File: src/sv/batchnorm_inference_top_macros.svh
// Assertion helpers shared by the batch normalization block.
`ifndef BATCHNORM_INFERENCE_TOP_MACROS_SVH
`define BATCHNORM_INFERENCE_TOP_MACROS_SVH

// Base form: clocked on clk, off while rst is high.
`define BN_ASSERT_RST(label, prop, msg) \
  label: assert property (@(posedge clk) disable iff (rst) prop) \
    else $error(msg);

// Same-cycle implication.
`define BN_ASSERT_IMPLIES(label, a, c, msg) \
  `BN_ASSERT_RST(label, (a) |-> (c), msg)

// Next-cycle implication.
`define BN_ASSERT_NEXT(label, a, c, msg) \
  `BN_ASSERT_RST(label, (a) |=> (c), msg)

`endif

File: src/sv/bn_ram.sv
`default_nettype none
module bn_ram #(
  parameter int WIDTH = 64,
  parameter int DEPTH = 64,
  localparam int AW = (DEPTH > 1) ? $clog2(DEPTH) : 1
) (
  input  wire logic             clk,
  input  wire logic             we,
  input  wire logic [AW-1:0]    waddr,
  input  wire logic [WIDTH-1:0] wdata,
  input  wire logic [AW-1:0]    raddr,
  output logic      [WIDTH-1:0] rdata
);

  logic [WIDTH-1:0] mem [DEPTH];

  always_ff @(posedge clk) begin
    if (we) begin
      mem[waddr] <= wdata;
    end
    rdata <= mem[raddr];
  end

endmodule
`default_nettype wire

File: config.mk
export PLATFORM = sky130hd
export DESIGN_NAME = bn_ram
export DESIGN_NICKNAME = d
export VERILOG_FILES = /design/src/sv/batchnorm_inference_top_macros.svh /design/src/sv/bn_ram.sv
export SDC_FILE = /design/constraint.sdc
export NUM_CORES = 2
export LEC_CHECK = 0
export BUFFER_PORTS_ARGS = -buffer_cell sky130_fd_sc_hd__buf_2
export CORE_ASPECT_RATIO = 1.5
export CORE_MARGIN = 1.5
export CORE_UTILIZATION = 40
export CTS_CLUSTER_DIAMETER = 150
export DETAILED_ROUTE_END_ITERATION = 8
export HOLD_SLACK_MARGIN = 0.02
export PLACE_DENSITY = 0.58
export SLEW_MARGIN = 10
export SYNTH_ARGS = -nofsm -noshare
export SYNTH_HDL_FRONTEND = slang
export SYNTH_SLANG_ARGS = --single-unit
File: constraint.sdc
create_clock -name clk -period 7.2 [get_ports clk]
set_clock_uncertainty 0.05 [all_clocks]
set_input_delay 1.44 -clock clk [delete_from_list [all_inputs] [get_ports clk]]
set_output_delay 1.44 -clock clk [all_outputs]
set_load 0.05 [all_outputs]
==> flow_summary.ini <==
[status]
status = complete, no violations

[place]
io_buffers = 141
dpl.hpwl_um = 236000
dp_cells = 11678
gp_congestion = 0.776
place_ws_ns = 2.37
placed_area_um2 = 165000

[power]
leakage_nw = 54.3
vdd_drop_max_mv = 0.168
finalPower_mw = 49.1
p_per_area_nw_per_um2 = 278

[hold_path]
hold_path.class = flop to flop

[floorplan]
die_y_um = 769
start_util_pct = 40.1
io_pins = 142
dieArea_um2 = 395000
num_rows = 281
die_w_um = 513
placeableCoreArea_um2 = 390000

[drt]
routedWlPerCell_um = 36.4
viasPerCell = 6.04
vias = 74688
wl_um = 450000
first_iter_violations = 9037
dr.pass1.iters = 6
antenna_left = 0
drc = 0

[grt]
grt_use_total_pct = 22.6
grt_overflow = 0
grt_max_degree = 120
grt_pass1_wl_um = 619000
antenna_found_initial = 34
first_global_vias = 76333

[logic_synthesis]
avgSynthCellArea_um2 = 23.7
synth_seq_area_share_pct = 79.5
syn_inst = 6598
synth-seq-cells = 4160
async_flop_share_pct = 0
synth_edf_count = 4096
synthFlopType = edfxtp_1
synth-warning-count = 0
syn-num-nets = 6676
synth_cell_type_count = 33
syn_area_um2 = 156000

[worst_setup_path]
critPathCaptureType = flop
crit_type = input port to flop
crit_required_ns = 7.93
setup.worst_path.start_class = input port
crit_fanout = 36
critical_path_arrival_ns = 4.65

[final_layout]
area_growth_pct = 12.9
fill_cells = 32004
fin_nets = 7033
drive_above_1_share_pct = 28.1
fin_cells = 12374
fin_area_um2 = 177000
post-route-util_pct = 45.3

[timing]
fin_crit_sh_pct = 54.5
rsz0062_at_grt = no
drv_slew = 0
tns_ns = 0
timing.fmax_ghz = 0.255
final.setup.worst_slack_ns = 3.28
finalHoldViolations = 0
worstMarginPinSlew_ns = 1.24
post-route-min-period_ns = 3.92
slew_headroom_pct = 17.1
setup_viol = 0
hold_slack_ns = 0.734

[cts]
cts_tree = built
cts.sinks = 4160
clk_pin_slew_ns = 0.06
numCtsBuffers = 367
post_cts_resized = 0
post_cts_buffers = 0
ctsHoldBuffers = 0
clk_path_buf_depth = 4
cts_root_buf = clkbuf_16
clock_latency_ns = 0.95
ctsHtreeMaxLevel = 5

[job]
cap_viol_max_count = 0
## worst paths after layout
kind | startpoint | end | slack (ns) | cells past startpoint
worst min-delay path | mem[63][10]$_DFFE_PP_ | rdata[10]$_DFF_P_ | 0.73 | 4
worst max register to register | mem[36][13]$_DFFE_PP_ | rdata[13]$_DFF_P_ | 5.04 | 4
worst max-delay path | raddr[3] | rdata[29]$_DFF_P_ | 3.28 | 6
worst min register to register | mem[63][10]$_DFFE_PP_ | rdata[10]$_DFF_P_ | 0.73 | 4
## state kept, by name, indices dropped and copies added, names as in the netlist
register  flops
mem        4096
rdata        64
## cell usage after synthesis (20+ instances only)
library cell	number	share of area, %
nand2_1	58	0.14
edfxtp_1	4096	79
or2_2	28	0.11
mux4_2	1024	15
dfxtp_1	64	0.82
a211oi_1	63	0.30
and3_1	64	0.26
a41oi_1	26	0.15
or3_1	29	0.12
a22oi_1	168	0.81
buf_4	34	0.16
buf_1	20	0.048
a22o_1	88	0.49
nor2b_1	28	0.11
nand3_1	45	0.14
mux2i_1	135	0.86
nor2_1	112	0.27
clkbuf_1	140	0.34
buf_2	170	0.54
o221ai_1	38	0.21
o22ai_1	83	0.33
## metal layers
metal / up-vias / part of all wire (%) / GRT usage [%]
met5: - / 0.012 / 0
met4: 8 / 3.2 / 7.01
met3: 638 / 6.7 / 2.71
met2: 3184 / 53 / 40.2
met1: 41720 / 37 / 28.7
li1: 29138 / - / -
## cell families after synthesis
| logic type | count (synthesis) | share of synthesized area [%] |
|---|---|---|
| buf+inv | 389 | 1.18 |
| compound gates | 504 | 2.48 |
| simple gates | 386 | 1.24 |
| flops | 4160 | 79.5 |
| mux | 1159 | 15.6 |
## worst max-delay path, cell delays in order
cell,delay (ns)
buf_2,0.63
and2_4,0.88
buf_4,0.73
a22oi_1,0.14
and3_1,0.22
a211oi_1,0.40
## report_power, final
part,switching [mW],internal (mW)
sequential,0.115,26.8
combinational,1.61,0.828
clock,8.84,10.9
total,10.6,38.6
## cell usage in the layout (no fill, tap or decap), types with 47 or more instances in the layout
cell type	n
edfxtp_1	4096
clkbuf_1	73
buf_4	161
mux2i_1	135
clkinv_2	75
buf_2	137
nand2_1	54
clkinv_1	51
dfxtp_1	64
a22oi_1	168
a211oi_1	63
a22o_1	88
nor2_1	47
mux4_2	1024
nor2_4	65
o22ai_1	83
clkbuf_16	378
and3_1	64
buf_12	58
## cell type report
cell class / instances / area (um^2) / area share, %
Tap cell: 5094 / 6370 / 3.61
Clock inverter: 198 / 1880 / 1.06
Multi-Input combinational cell: 2049 / 30800 / 17.4
Inverter: 19 / 71.3 / 0.0404
Antenna cell: 22 / 55.1 / 0.0312
Timing Repair Buffer: 358 / 3090 / 1.75
Clock buffer: 474 / 10000 / 5.69
Sequential cell: 4160 / 124000 / 70.4
No activity file was read; power rests on OpenSTA's default activity.
