$ cat config.mk
export PLATFORM = sky130hd
export DESIGN_NAME = bn_norm
export DESIGN_NICKNAME = d
export VERILOG_FILES = /design/src/sv/batchnorm_inference_top_macros.svh /design/src/sv/bn_pkg.sv /design/src/sv/bn_norm.sv
export SDC_FILE = /design/constraint.sdc
export NUM_CORES = 1
export LEC_CHECK = 0
export BUFFER_PORTS_ARGS = -buffer_cell sky130_fd_sc_hd__buf_2
export CAP_MARGIN = 20
export CORE_MARGIN = 8
export CORE_UTILIZATION = 45
export DETAILED_ROUTE_END_ITERATION = 10
export SLEW_MARGIN = 10
export SYNTH_ARGS = -nofsm -noshare
export SYNTH_HDL_FRONTEND = slang
export SYNTH_SLANG_ARGS = --single-unit
$ cat constraint.sdc
create_clock -name clk -period 12.9 [get_ports clk]
set_input_delay 1.935 -clock clk [delete_from_list [all_inputs] [get_ports clk]]
set_output_delay 1.935 -clock clk [all_outputs]
set_load 0.03 [all_outputs]
$ cat src/sv/batchnorm_inference_top_macros.svh
// Assertion helpers shared by the batch normalization block.
`ifndef BATCHNORM_INFERENCE_TOP_MACROS_SVH
`define BATCHNORM_INFERENCE_TOP_MACROS_SVH

// Base form: clocked on clk, off while rst is high.
`define BN_ASSERT_RST(label, prop, msg) \
  label: assert property (@(posedge clk) disable iff (rst) prop) \
    else $error(msg);

// Same-cycle implication.
`define BN_ASSERT_IMPLIES(label, a, c, msg) \
  `BN_ASSERT_RST(label, (a) |-> (c), msg)

// Next-cycle implication.
`define BN_ASSERT_NEXT(label, a, c, msg) \
  `BN_ASSERT_RST(label, (a) |=> (c), msg)

`endif

$ cat src/sv/bn_pkg.sv
`default_nettype none
package bn_pkg;

  localparam int MAX_CHANNELS_DEF = 64;

  localparam int ENTRY_W = 64;  // {mean, bias, scale}

  // Register indexes on the configuration port (byte address / 4).
  localparam logic [1:0] REG_NUM_CHANNELS = 2'd0;
  localparam logic [1:0] REG_PLANE_SIZE   = 2'd1;
  localparam logic [1:0] REG_EPSILON      = 2'd2;

  localparam logic OP_PARAM  = 1'b0;
  localparam logic OP_SAMPLE = 1'b1;

  typedef enum logic [1:0] {
    ST_IDLE,
    ST_SCALE,
    ST_READ,
    ST_FIN
  } bn_state_t;

  typedef enum logic [2:0] {
    SC_IDLE,
    SC_SQRT,
    SC_DIV,
    SC_FIX,
    SC_DONE
  } sc_state_t;

  typedef struct packed {
    logic cap_en;
    logic mul_en;
    logic fin_en;
    logic last;
  } norm_ctl_t;

  typedef struct packed {
    logic out_free;
  } norm_sts_t;

endpackage
`default_nettype wire

$ cat src/sv/bn_norm.sv
`default_nettype none
// (x - mean) * scale + bias, floor to Q8.8, saturate; holds the result beat
module bn_norm
  import bn_pkg::*;
(
  input  wire logic               clk,
  input  wire logic               rst,
  input  wire norm_ctl_t          ctl,
  input  wire logic signed [15:0] sample,
  input  wire logic [ENTRY_W-1:0] entry,
  output norm_sts_t               sts,
  output logic                    m_axis_tvalid,
  input  wire logic               m_axis_tready,
  output logic             [15:0] m_axis_tdata,  // out_value[15:0]
  output logic              [0:0] m_axis_tuser,  // saturated
  output logic                    m_axis_tlast
);
  logic signed [15:0] sample_r;
  logic               last_r;
  logic signed [48:0] prod;
  logic signed [15:0] bias_r;

  logic signed [15:0] mean_e, bias_e;
  logic signed [31:0] scale_e;
  logic signed [16:0] diff;
  logic signed [49:0] acc;
  logic signed [33:0] y;
  logic               hi, lo;

  assign mean_e  = entry[63:48];
  assign bias_e  = entry[47:32];
  assign scale_e = entry[31:0];
  assign diff    = 17'(sample_r) - 17'(mean_e);

  assign acc = 50'(prod) + {{18{bias_r[15]}}, bias_r, 16'd0};
  assign y   = acc[49:16];  // arithmetic shift = floor
  assign hi  = (y > 34'sd32767);
  assign lo  = (y < -34'sd32768);

  assign sts.out_free = !m_axis_tvalid || m_axis_tready;

  always_ff @(posedge clk) begin
    if (ctl.cap_en) begin
      sample_r <= sample;
      last_r   <= ctl.last;
    end
    if (ctl.mul_en) begin
      prod   <= 49'(diff) * 49'(scale_e);
      bias_r <= bias_e;
    end
  end

  always_ff @(posedge clk) begin
    if (rst) begin
      m_axis_tvalid <= 1'b0;
    end else if (ctl.fin_en && sts.out_free) begin
      m_axis_tvalid <= 1'b1;
    end else if (m_axis_tready) begin
      m_axis_tvalid <= 1'b0;
    end
  end

  always_ff @(posedge clk) begin
    if (ctl.fin_en && sts.out_free) begin
      if (hi) begin
        m_axis_tdata <= 16'h7FFF;
      end else if (lo) begin
        m_axis_tdata <= 16'h8000;
      end else begin
        m_axis_tdata <= y[15:0];
      end
      m_axis_tuser <= hi || lo;
      m_axis_tlast <= last_r;
    end
  end

endmodule
`default_nettype wire

==> metrics.log <==
INFO  metric pin_count_of_the_biggest_net_entering_global_routing = 50
INFO  metric synth_simple_gate_area_share = 16.2%
INFO  metric yosysWarnings = 0
INFO  metric place.gp.congestion = 0.879
INFO  metric cts_made_buffers = 9
INFO  metric leading_post_synthesis_cells_by_cell_area = sky130_fd_sc_hd__fa_1 44%, sky130_fd_sc_hd__edfxtp_1 11%, sky130_fd_sc_hd__inv_1 9.5%
INFO  metric fin_skew = 10.7 ps
INFO  metric avgSynthCellArea = 9.22 µm²
INFO  metric result_of_the_run = finished clean
INFO  metric clock_latency = 390 ps
INFO  metric synthMostInstantiatedCell = sky130_fd_sc_hd__inv_1
INFO  metric post_drt_wl_per_cell = 18.6 µm
INFO  metric number_of_antenna_violations_at_the_first_check_in_global_routing = 2
INFO  metric die_height = 247 µm
INFO  metric timing.final.ws_setup = 1910 ps
INFO  metric synth_ff_type = sky130_fd_sc_hd__edfxtp_1
INFO  metric final_layout_size_suffix_gt1_share = 7.23%
INFO  metric crit_path_start_kind = input pin
INFO  metric timing.final.crit_period = 10990 ps
INFO  metric timing.critical_path.arrival = 11120 ps
INFO  metric grt_overflow_total = 0
INFO  metric postCtsResizedCells = 0
INFO  metric clk_pin_slew_worst_paths = 70 ps
INFO  metric cell_with_the_biggest_individual_delay_on_the_critical_path = sky130_fd_sc_hd__a211oi_1
INFO  metric drv_slew = 0
INFO  metric dieArea = 61000 µm²
INFO  metric synth_xor_xnor_area_share = 2.48%
INFO  metric route.detailed.vias_per_inst = 5.29
INFO  metric final_nets = 3404
INFO  metric complex_gate_fraction_of_the_synthesized_area = 7.41%
INFO  metric highest_net_fanout_along_the_worst_path = 33
INFO  metric critical_path.most_common_cell = sky130_fd_sc_hd__fa_1
INFO  metric detailedRoute.firstIterationViolations = 1058
INFO  metric rsz_0062_raised_after_global_routing = no
INFO  metric setup.worst_path.end_class = register
INFO  metric synthDistinctLibCells = 79
INFO  metric worstHoldPathType = reg -> reg
INFO  metric hpwl = 49600 µm
INFO  metric initial_core_util = 45.6%
INFO  metric maxCapViolations = 0
INFO  metric timing.final.hold_violations = 0
INFO  metric cp_slowest_stage_delay = 740 ps
INFO  metric timing.slew.headroom = 25.1%
INFO  metric class_of_the_most_critical_setup_path = in -> reg
INFO  metric tritoncts = done
INFO  metric synth_top_family_by_area = adder cells
INFO  metric buffer_ports.inserted = 106
INFO  metric vias_in_the_first_global_route = 19400
INFO  metric synthAdderAreaFrac = 51.9%
INFO  metric synthDominantCellAreaShare = 43.5%
INFO  metric cell_count_after_synthesis = 2602
INFO  metric post-route-period-util = 85.2%
INFO  metric detailroute.via_count = 17600
INFO  metric first_pass_grt_wire_length = 102000 µm
INFO  metric postRouteWirelength = 61800 µm
INFO  metric top_level_ports = 107
INFO  metric clock_tree.htree_level_count = 3
INFO  metric fmax = 0.0910 GHz
INFO  metric grt.total_usage = 21.0%
INFO  metric muxShareOfSynthArea = 0.177%
INFO  metric core = 52700 µm²
INFO  metric place_ws = 1540 ps
INFO  metric transition_time_of_the_tightest_slew_check_pin = 1120 ps
INFO  metric post_cts_buffers = 0
INFO  metric required_time_worst_endpoint = 13030 ps
INFO  metric synth_area = 24000 µm²
INFO  metric detail-route-antenna-nets = 0
INFO  metric yosys-top-cells-count = 607 x sky130_fd_sc_hd__inv_1, 522 x sky130_fd_sc_hd__fa_1, 362 x sky130_fd_sc_hd__nand2_1
INFO  metric synthDominantAreaCellType = sky130_fd_sc_hd__fa_1
INFO  metric synth_seq_area_share = 10.6%
INFO  metric ys_ff_latch = 85
INFO  metric cts_hold_buf = 0
INFO  metric placementRows = 84
INFO  metric synthArstFlopShare = 0%
INFO  metric cts_root_buffer = sky130_fd_sc_hd__clkbuf_16
INFO  metric fill_cells = 4994
INFO  metric number_of_drc_violations_after_detailed_routing = 0
INFO  metric die_x = 247 µm
INFO  metric finalSetupViolations = 0
INFO  metric cts.sinks = 85
INFO  metric synth.net_count = 3371
INFO  metric fin_hold_ws = 523 ps
INFO  metric clk_path_buf_depth = 2
INFO  metric syn_to_final_growth = 6.20%
INFO  metric drt_first_pass_iters = 5
INFO  metric number_of_synthesized_flops_with_an_enable_pin = 84
INFO  metric setup_tns = 0 ps
## cells by family (layout without fill, tap and decap cells)
logic type | Yosys count | in the layout
AOI/OAI and AO/OA | 256 | 256
xor gates and xnor gates | 68 | 68
adders and majority gates | 682 | 682
buffers and inverters | 709 | 747
DFF | 85 | 85
muxes | 4 | 4
other | 0 | 2
and+or+nand+nor | 798 | 798
## final timing paths
| kind | startpoint | endpoint | slack, ps | cells after the start |
|---|---|---|---|---|
| hold / removal | m_axis_tvalid | m_axis_tvalid | 520 | 2 |
| setup / recovery | entry[49] | prod[44] | 1910 | 31 |
| hold reg to reg | m_axis_tvalid | m_axis_tvalid | 520 | 2 |
| setup reg to reg | sample_r[1] | prod[44] | 3210 | 29 |
## routing by layer
metal  vias up  track usage (%)  wire length, µm
li1       7960                -                -
met1      9044             28.6            27900
met2       522             33.9            28100
met3        87             4.53             4460
met4         0             5.61             1290
met5         -                0                0
## cells in the final DEF, fill, tap and decap left out, types with 5 or more instances in the layout
cell                        Yosys  final
sky130_fd_sc_hd__ha_1         160    160
sky130_fd_sc_hd__o21a_1        16     16
sky130_fd_sc_hd__o21ai_1        5      5
sky130_fd_sc_hd__xnor2_1       47     37
sky130_fd_sc_hd__fa_1         522    522
sky130_fd_sc_hd__a211oi_1       8      8
sky130_fd_sc_hd__buf_4          0     17
sky130_fd_sc_hd__inv_1        607    607
sky130_fd_sc_hd__nand3_1       21     21
sky130_fd_sc_hd__edfxtp_1      84     84
sky130_fd_sc_hd__nand2_1      362    362
sky130_fd_sc_hd__buf_2          3    106
sky130_fd_sc_hd__nor2b_1       78     78
sky130_fd_sc_hd__xnor2_2        0      9
sky130_fd_sc_hd__a31oi_1        7      7
sky130_fd_sc_hd__o211ai_1       6      6
sky130_fd_sc_hd__nor3_1        23     23
sky130_fd_sc_hd__nand4_1       14     14
sky130_fd_sc_hd__and3_1        16     16
sky130_fd_sc_hd__o21ai_0       40     40
sky130_fd_sc_hd__clkbuf_16      0      9
sky130_fd_sc_hd__xor2_1        21     20
sky130_fd_sc_hd__and2_1       137    137
sky130_fd_sc_hd__or3_1          6      6
sky130_fd_sc_hd__a21oi_1       69     69
sky130_fd_sc_hd__nand2b_1      13     13
sky130_fd_sc_hd__a21o_1        35     35
sky130_fd_sc_hd__or4_1          5      5
sky130_fd_sc_hd__o21bai_1       6      6
sky130_fd_sc_hd__a21boi_0       5      5
sky130_fd_sc_hd__nor2_1        89     87
sky130_fd_sc_hd__a31o_2         6      6
sky130_fd_sc_hd__nor4_1         5      5
## registers in the layout, indices dropped and copies added (netlist names)
| signal | cells |
|---|---|
| bias_r | 16 |
| last_r | 1 |
| m_axis_tdata | 16 |
| m_axis_tlast | 1 |
| m_axis_tuser | 1 |
| m_axis_tvalid | 1 |
| prod | 33 |
| sample_r | 16 |
## worst max-delay path: cells and delay by family
kind,cells,cell delay [ps]
AO/OA/AOI/OAI,16,4620
adder cells (fa/ha/maj),8,3470
XOR/XNOR,2,570
AND/OR/NAND/NOR,2,290
buffers and inverters,3,200
## layout make-up
| type | instances | area [µm²] | share of cell area [%] |
|---|---|---|---|
| flip-flops and latches | 85 | 2540 | 9.97 |
| diodes | 2 | 5.00 | 0.0196 |
| clock buffers | 10 | 229 | 0.898 |
| clock inverters | 6 | 57.6 | 0.226 |
| inverters | 608 | 2280 | 8.95 |
| repair buffers | 123 | 658 | 2.58 |
| well taps | 688 | 861 | 3.38 |
| multi-input cells | 1808 | 18900 | 74.0 |
## per-stage QoR
stage / instance area, µm² / utilization (%) / instances
6_report: 25500 / 48.4 / 3330
3_5_place_dp: 25200 / 47.9 / 3312
5_1_grt: 25500 / 48.4 / 3330
4_1_cts: 25500 / 48.4 / 3328
2_1_floorplan: 24000 / - / 2602
3_3_place_gp: 25200 / 47.9 / 3312
Power is left out: the tool's default activity adds up to more than one toggle a clock period on the data nets, which glitch-free logic cannot reach.
